File: config.mk
export PLATFORM = sky130hd
export DESIGN_NAME = button_debounce_qualifier
export DESIGN_NICKNAME = d
export VERILOG_FILES = /design/src/rtl/dbq_pkg.sv /design/src/rtl/dbq_core.sv /design/src/rtl/button_debounce_qualifier.sv
export SDC_FILE = /design/constraint.sdc
export NUM_CORES = 1
export LEC_CHECK = 0
export ABC_AREA = 1
export BUFFER_PORTS_ARGS = -buffer_cell sky130_fd_sc_hd__buf_2
export CAP_MARGIN = 25
export CORE_ASPECT_RATIO = 1.25
export CORE_MARGIN = 8
export CORE_UTILIZATION = 55
export DETAILED_ROUTE_END_ITERATION = 8
export GPL_ROUTABILITY_DRIVEN = 0
export MAX_ROUTING_LAYER = met4
export PLACE_DENSITY = 0.85
export SLEW_MARGIN = 20
export SYNTH_ARGS = -nofsm -noshare
export SYNTH_HDL_FRONTEND = slang
export SYNTH_SLANG_ARGS = --single-unit
File: constraint.sdc
create_clock -name clk -period 5.2 [get_ports clk]
set_input_delay 0 -clock clk [delete_from_list [all_inputs] [get_ports clk]]
set_output_delay 0 -clock clk [all_outputs]
set_load 0.005 [all_outputs]
File: src/rtl/dbq_pkg.sv
// Shared types and constants for the button debounce qualifier.
package dbq_pkg;

  localparam int COUNT_WIDTH = 16;
  localparam int TICK_W      = 16;
  localparam int CMP_W       = (COUNT_WIDTH > TICK_W) ? COUNT_WIDTH : TICK_W;
  localparam int CFG_IDX_W   = 1;
  localparam int CFG_DATA_W  = 16;

  typedef enum logic [CFG_IDX_W-1:0] {
    REG_PRESS_TICKS   = 1'b0,
    REG_RELEASE_TICKS = 1'b1
  } cfg_reg_t;

  typedef enum logic [1:0] {
    MODE_INIT     = 2'd0,
    MODE_RELEASED = 2'd1,
    MODE_PRESSED  = 2'd2
  } mode_t;

  typedef enum logic [1:0] {
    EV_NONE    = 2'd0,
    EV_PRESS   = 2'd1,
    EV_RELEASE = 2'd2
  } event_t;

  typedef struct packed {
    logic cmd;
    logic pin_level;
  } in_t;

  typedef struct packed {
    event_t event_res;
    mode_t  settled_mode;
  } out_t;

  typedef struct packed {
    logic [TICK_W-1:0] press_ticks;
    logic [TICK_W-1:0] release_ticks;
  } cfg_t;

endpackage

File: src/rtl/dbq_core.sv
// Debounce state registers and the single-pass update for one beat.
module dbq_core (
  input  logic          clk,
  input  logic          rst_n,
  input  logic          advance,
  input  dbq_pkg::in_t  item,
  input  dbq_pkg::cfg_t cfg,
  output dbq_pkg::out_t res
);

  dbq_pkg::mode_t                  mode_r, mode_nxt;
  logic [dbq_pkg::COUNT_WIDTH-1:0] cnt_r, cnt_nxt;
  logic                            rst_low_r, rst_low_nxt;
  logic                            rst_high_r, rst_high_nxt;

  logic                            low;
  logic                            is_init;
  logic                            count_up;
  logic [dbq_pkg::COUNT_WIDTH-1:0] cnt_base;
  logic [dbq_pkg::COUNT_WIDTH-1:0] cnt_inc;
  logic [dbq_pkg::TICK_W-1:0]      ticks;
  logic                            reached;

  always_comb begin
    low      = ~item.pin_level;
    is_init  = 1'b1;
    count_up = 1'b1;
    unique case (mode_r)
      dbq_pkg::MODE_RELEASED: begin
        is_init  = 1'b0;
        count_up = low;
      end
      dbq_pkg::MODE_PRESSED: begin
        is_init  = 1'b0;
        count_up = ~low;
      end
      default: begin
        is_init  = 1'b1;
        count_up = 1'b1;
      end
    endcase

    // While initialising, a change of level starts the run count afresh.
    if (is_init && ((low && rst_low_r) || (!low && rst_high_r))) begin
      cnt_base = '0;
    end else begin
      cnt_base = cnt_r;
    end
    cnt_inc = (&cnt_base) ? cnt_base : cnt_base + 1'b1;
    ticks   = low ? cfg.press_ticks : cfg.release_ticks;
    reached = dbq_pkg::CMP_W'(cnt_inc) >= dbq_pkg::CMP_W'(ticks);

    mode_nxt         = mode_r;
    cnt_nxt          = cnt_r;
    rst_low_nxt      = rst_low_r;
    rst_high_nxt     = rst_high_r;
    res.event_res    = dbq_pkg::EV_NONE;

    if (item.cmd) begin
      mode_nxt     = dbq_pkg::MODE_INIT;
      cnt_nxt      = '0;
      rst_low_nxt  = 1'b1;
      rst_high_nxt = 1'b1;
    end else begin
      if (is_init) begin
        rst_low_nxt  = ~low;
        rst_high_nxt = low;
      end
      if (count_up) begin
        if (reached) begin
          cnt_nxt       = '0;
          mode_nxt      = low ? dbq_pkg::MODE_PRESSED : dbq_pkg::MODE_RELEASED;
          res.event_res = low ? dbq_pkg::EV_PRESS : dbq_pkg::EV_RELEASE;
        end else begin
          cnt_nxt = cnt_inc;
        end
      end else begin
        cnt_nxt = (cnt_r == '0) ? cnt_r : cnt_r - 1'b1;
      end
    end
    res.settled_mode = mode_nxt;
  end

  always_ff @(posedge clk) begin
    if (!rst_n) begin
      mode_r     <= dbq_pkg::MODE_INIT;
      cnt_r      <= '0;
      rst_low_r  <= 1'b1;
      rst_high_r <= 1'b1;
    end else if (advance) begin
      mode_r     <= mode_nxt;
      cnt_r      <= cnt_nxt;
      rst_low_r  <= rst_low_nxt;
      rst_high_r <= rst_high_nxt;
    end
  end

endmodule

File: src/rtl/button_debounce_qualifier.sv
// Top level of the button debounce qualifier: beat stages, registers and checks.
//
// Each input beat carries one sample of an active-low button pin, or a restart
// command that returns the debouncer to its initialising mode. Every input beat
// produces exactly one result beat giving the event (none, press, release) and
// the settled mode after that sample.
// Beats move on valid/ready handshakes. An accepted beat is held in an input
// register; once the output register is empty or being drained, the debounce
// update runs and its result is registered in the output register, where
// out_valid announces it until the receiver takes it.
// Throughput is one beat per cycle: the input register empties into the
// output register whenever that register is empty or being drained.
// When the receiver stalls, the result stays in the output register, one more
// beat waits in the input register and in_ready then drops; nothing is lost.
// The press and release thresholds are counted in sample ticks and are set
// through the write port (index 0 press, index 1 release); both reset to 20.
// Synchronous reset empties both registers and puts the debouncer in its
// initialising mode with a zero count.
module button_debounce_qualifier (
  input  logic                             clk,
  input  logic                             rst_n,
  input  logic                             in_valid,
  output logic                             in_ready,
  input  dbq_pkg::in_t                     in_data,
  output logic                             out_valid,
  input  logic                             out_ready,
  output dbq_pkg::out_t                    out_data,
  input  logic                             cfg_we,
  input  logic [dbq_pkg::CFG_IDX_W-1:0]    cfg_index,
  input  logic [dbq_pkg::CFG_DATA_W-1:0]   cfg_wdata
);

  logic          stg_vld_r;
  dbq_pkg::in_t  stg_data_r;
  logic          out_vld_r;
  dbq_pkg::out_t out_data_r;
  dbq_pkg::cfg_t cfg_r;
  dbq_pkg::out_t res;
  logic          advance;

  // The held beat moves on when the output register is free or draining.
  assign advance   = stg_vld_r && (!out_vld_r || out_ready);
  assign in_ready  = !stg_vld_r || advance;
  assign out_valid = out_vld_r;
  assign out_data  = out_data_r;

  always_ff @(posedge clk) begin
    if (!rst_n) begin
      cfg_r.press_ticks   <= dbq_pkg::TICK_W'(20);
      cfg_r.release_ticks <= dbq_pkg::TICK_W'(20);
    end else if (cfg_we) begin
      unique case (dbq_pkg::cfg_reg_t'(cfg_index))
        dbq_pkg::REG_PRESS_TICKS:   cfg_r.press_ticks   <= dbq_pkg::TICK_W'(cfg_wdata);
        dbq_pkg::REG_RELEASE_TICKS: cfg_r.release_ticks <= dbq_pkg::TICK_W'(cfg_wdata);
        default: ;
      endcase
    end
  end

  always_ff @(posedge clk) begin
    if (!rst_n) begin
      stg_vld_r <= 1'b0;
    end else if (in_ready) begin
      stg_vld_r <= in_valid;
    end
  end

  always_ff @(posedge clk) begin
    if (in_valid && in_ready) begin
      stg_data_r <= in_data;
    end
  end

  always_ff @(posedge clk) begin
    if (!rst_n) begin
      out_vld_r <= 1'b0;
    end else if (advance) begin
      out_vld_r <= 1'b1;
    end else if (out_ready) begin
      out_vld_r <= 1'b0;
    end
  end

  always_ff @(posedge clk) begin
    if (advance) begin
      out_data_r <= res;
    end
  end

  dbq_core u_core (
    .clk     (clk),
    .rst_n   (rst_n),
    .advance (advance),
    .item    (stg_data_r),
    .cfg     (cfg_r),
    .res     (res)
  );

`ifndef SYNTH
  // A restart beat always reports the initialising mode with no event.
  a_restart_result : assert property (@(posedge clk) disable iff (!rst_n)
    (advance && stg_data_r.cmd) |=>
      (out_data.settled_mode == dbq_pkg::MODE_INIT &&
       out_data.event_res == dbq_pkg::EV_NONE))
    else $error("restart beat did not yield initialising result");

  // An event always agrees with the mode it settles into.
  a_event_mode : assert property (@(posedge clk) disable iff (!rst_n)
    (out_valid && out_data.event_res != dbq_pkg::EV_NONE) |->
      ((out_data.event_res == dbq_pkg::EV_PRESS &&
        out_data.settled_mode == dbq_pkg::MODE_PRESSED) ||
       (out_data.event_res == dbq_pkg::EV_RELEASE &&
        out_data.settled_mode == dbq_pkg::MODE_RELEASED)))
    else $error("event does not match settled mode");

  // With the output register empty, the input side must never be blocked.
  a_no_false_stall : assert property (@(posedge clk) disable iff (!rst_n)
    !out_vld_r |-> in_ready)
    else $error("input stalled while output register empty");
`endif

endmodule

==> impl_metrics.json <==
{
  "status": "finished clean",
  "track_usage_pct": 21.8,
  "timing.hold.worst.class": "in2reg",
  "postSynthNetCount": 656,
  "hpwl_um": 7670,
  "netlist.top_cell.by_area": "sky130_fd_sc_hd__dfxtp_1",
  "combPwrFrac_pct": 19.8,
  "cp-end-kind": "register",
  "vdd_drop_max_uv": 315,
  "swShare_pct": 32.5,
  "tritoncts": "built",
  "clock_pin_slew_worst_setup_and_hold_paths_ns": 0.08,
  "critPathLaunchType": "register",
  "worstPathRequired_ns": 5.48,
  "fin_crit_sh_pct": 80.9,
  "grt_first_pass_wirelength_um": 18000,
  "drive_gt1_share_pct": 12.2,
  "cp_slowest_cell": "sky130_fd_sc_hd__dfxtp_1",
  "max_cap_viol_count": 0,
  "die_y_um": 113,
  "synth_enable_flop_cells": 6,
  "drt-wirelength-per-cell_um": 14.8,
  "synth_flop_cell": "sky130_fd_sc_hd__dfxtp_1",
  "power_frac_seq_pct": 43.2,
  "grt_overflow": 0,
  "maximum_number_of_pins_on_one_net_before_global_route_repair": 36,
  "first_global_vias": 3997,
  "final.min_clock_period_ns": 4.21,
  "timing_max_transition_violations_final": 0,
  "synth_warnings": 0,
  "clk_latency_ns": 0.35,
  "synthCells": 612,
  "cts_max_path_buffers": 2,
  "internal_power_mw": 0.799,
  "floorplan.initialDensity_pct": 56.0,
  "design.core.area_mm2": 0.00731,
  "r2r_setup_slack_ns": 0.99,
  "whs_ns": 0.102,
  "layout-area-overhead-vs-synth_pct": 13.1,
  "critical_path_arrival_ns": 4.48,
  "netsw_mw": 0.385,
  "port_buffers": 29,
  "fin_util_pct": 63.4,
  "cp.buffers_inverters": 4,
  "cts.htree.levels": 3,
  "diodes": 0,
  "yosys.area.top_type_share_pct": 26.4,
  "clock_sink_count": 60,
  "finalSetupViolations": 0,
  "antenna_found_initial": 0,
  "via_count": 4285,
  "synth_most_common_cell": "sky130_fd_sc_hd__nand2_1",
  "setup_tns_ns": 0,
  "worst_hold_path_stage_count": 2,
  "async_set_reset_flop_share_out_of_synthesis_pct": 0,
  "fillers": 565,
  "cts_made_buffers": 9,
  "fp.dieArea_mm2": 0.0105,
  "critPathMostFrequentCell": "sky130_fd_sc_hd__nand2_1",
  "path_max_fanout": 26,
  "detailedRoute.firstIterationViolations": 334,
  "worst_pin_slew_ns": 0.788,
  "rr_endpoint": "u_core.cnt_r[8]",
  "worstHoldEndpoint": "cfg_r[18]",
  "power-per-cell-area_mw_per_mm2": 255,
  "timing.clock.skew_ns": 0.0114,
  "nets": 693,
  "synth_top_cells_by_area": "sky130_fd_sc_hd__dfxtp_1 26%, sky130_fd_sc_hd__nand2_1 13%, sky130_fd_sc_hd__nor2_1 9.4%",
  "start_of_the_worst_register_to_register_path": "u_core.mode_r[0]",
  "std_cell_rows": 35,
  "synth_area_mm2": 0.00410,
  "hp-start": "rst_n",
  "achievable_freq_mhz": 238,
  "floorplan.io_pins": 30,
  "synth_cell_types": 36,
  "dieWidth_um": 93.2,
  "power.share.clock_pct": 37.0,
  "report.final.hold_viol_count": 0,
  "detail_route.wirelength_um": 11100,
  "post_synth.cell_area_avg_um2": 6.70,
  "vias_per_cell": 5.74,
  "ys_seq_area_share_pct": 30.8,
  "clock-root-buffer": "sky130_fd_sc_hd__clkbuf_8",
  "drt.antenna.violating_nets": 0,
  "slew_headroom_pct": 47.2,
  "p_total_mw": 1.18,
  "power_leakage_nw": 2.42,
  "critical-path-top-delay-family": "simple AND/OR/NAND/NOR gates",
  "cts_post_setup_buffers_inserted": 0,
  "drt_first_pass_iters": 8,
  "reg2regPathDepth": 25,
  "worst_path_largest_cell_delay_ns": 0.35,
  "ys_top_cells_by_count": "140 x sky130_fd_sc_hd__nand2_1, 103 x sky130_fd_sc_hd__nor2_1, 60 x sky130_fd_sc_hd__inv_1",
  "remaining_drc_errors": 0,
  "setup.worst_path.class": "reg2reg",
  "rsz0062_at_grt": "false",
  "postSynthRegisterBits": 60
}
## metrics by stage
| step | std cells | setup slack, ns | area [µm²] |
|---|---|---|---|
| 4_1_cts | 746 | 1.03 | 4640 |
| 2_1_floorplan | 612 | 1.60 | 4100 |
| 3_3_place_gp | 709 | 1.20 | 4230 |
| 3_5_place_dp | 709 | 1.06 | 4230 |
| 6_report | 746 | 0.994 | 4640 |
| 5_1_grt | 746 | 0.609 | 4640 |
## placed cells by master (no fill, tap or decap), types with 3 or more instances in the layout
master and n:
sky130_fd_sc_hd__a21oi_1 38, sky130_fd_sc_hd__buf_2 29, sky130_fd_sc_hd__clkbuf_8 9, sky130_fd_sc_hd__clkinv_4 3, sky130_fd_sc_hd__dfxtp_1 54, sky130_fd_sc_hd__dlygate4sd3_1 21
sky130_fd_sc_hd__edfxtp_1 6, sky130_fd_sc_hd__ha_1 20, sky130_fd_sc_hd__inv_1 60, sky130_fd_sc_hd__mux2i_1 15, sky130_fd_sc_hd__nand2_1 140, sky130_fd_sc_hd__nand2_2 6
sky130_fd_sc_hd__nand2_4 3, sky130_fd_sc_hd__nand3_1 46, sky130_fd_sc_hd__nand3_2 3, sky130_fd_sc_hd__nand3b_1 3, sky130_fd_sc_hd__nand4_1 6, sky130_fd_sc_hd__nor2_1 103
sky130_fd_sc_hd__nor2_2 5, sky130_fd_sc_hd__nor2_4 5, sky130_fd_sc_hd__nor3_1 3, sky130_fd_sc_hd__nor3_2 3, sky130_fd_sc_hd__o21ai_0 41, sky130_fd_sc_hd__xor2_1 12
## logic make-up after synthesis
logic type,synth area share (%)
buffers and inverters,9.25
xor gates and xnor gates,2.78
and+or+nand+nor,36.5
AOI/OAI and AO/OA,10.9
adders and majority gates,6.11
DFF,30.8
muxes,3.66
## metal layers
layer	share of wire (%)	vias up	routed length (µm)	global-route usage, %
met5	0	-	0	-
met4	6.3	0	695	14.5
met3	6.4	66	706	3.54
met2	49	242	5390	36.3
met1	39	1926	4260	23.3
li1	-	2051	-	-
## flip-flops by register name, summed over array words and instances, names as in the netlist
register           cells
u_core.mode_r          2
stg_vld_r              1
cfg_r                 32
u_core.cnt_r          16
out_valid              1
u_core.rst_high_r      1
stg_data_r             2
out_data               4
u_core.rst_low_r       1
## area by class of cell
cell class | instances | area (µm²) | area share (%)
timing repair buffer | 52 | 370 | 7.99
sequential | 60 | 1260 | 27.2
multi-input combinational | 464 | 2460 | 53.0
tap | 92 | 115 | 2.48
inverter | 62 | 233 | 5.02
clock inverter | 7 | 75.1 | 1.62
clock buffer | 9 | 124 | 2.67
## how the worst max path moves through the flow
stage	from	slack, ns	to	cells past startpoint
after global placement	u_core.mode_r[0]	1.20	u_core.cnt_r[5]	25
after global routing	u_core.mode_r[0]	0.61	u_core.cnt_r[8]	25
after CTS	u_core.mode_r[0]	1.03	u_core.cnt_r[4]	25
final	u_core.mode_r[0]	0.99	u_core.cnt_r[8]	25
after floorplan	u_core.mode_r[0]	1.60	out_data[0]	23
after detailed placement	u_core.mode_r[0]	1.06	u_core.cnt_r[8]	25
## power by group through the flow
stage	Sequential, mW	Combinational [mW]	Clock, mW
2_1_floorplan	0.515	0.172	0
3_3_place_gp	0.521	0.207	0
3_5_place_dp	0.521	0.213	0
4_1_cts	0.511	0.228	0.438
5_1_grt	0.514	0.260	0.462
6_report	0.512	0.234	0.438
## timing repair
action,4_1_cts,5_1_grt
hold endpoints to repair,38,0
resized for setup,0,0
hold buffers,21,0
setup endpoints to repair,0,0
No activity file was read; power rests on OpenSTA's default activity.
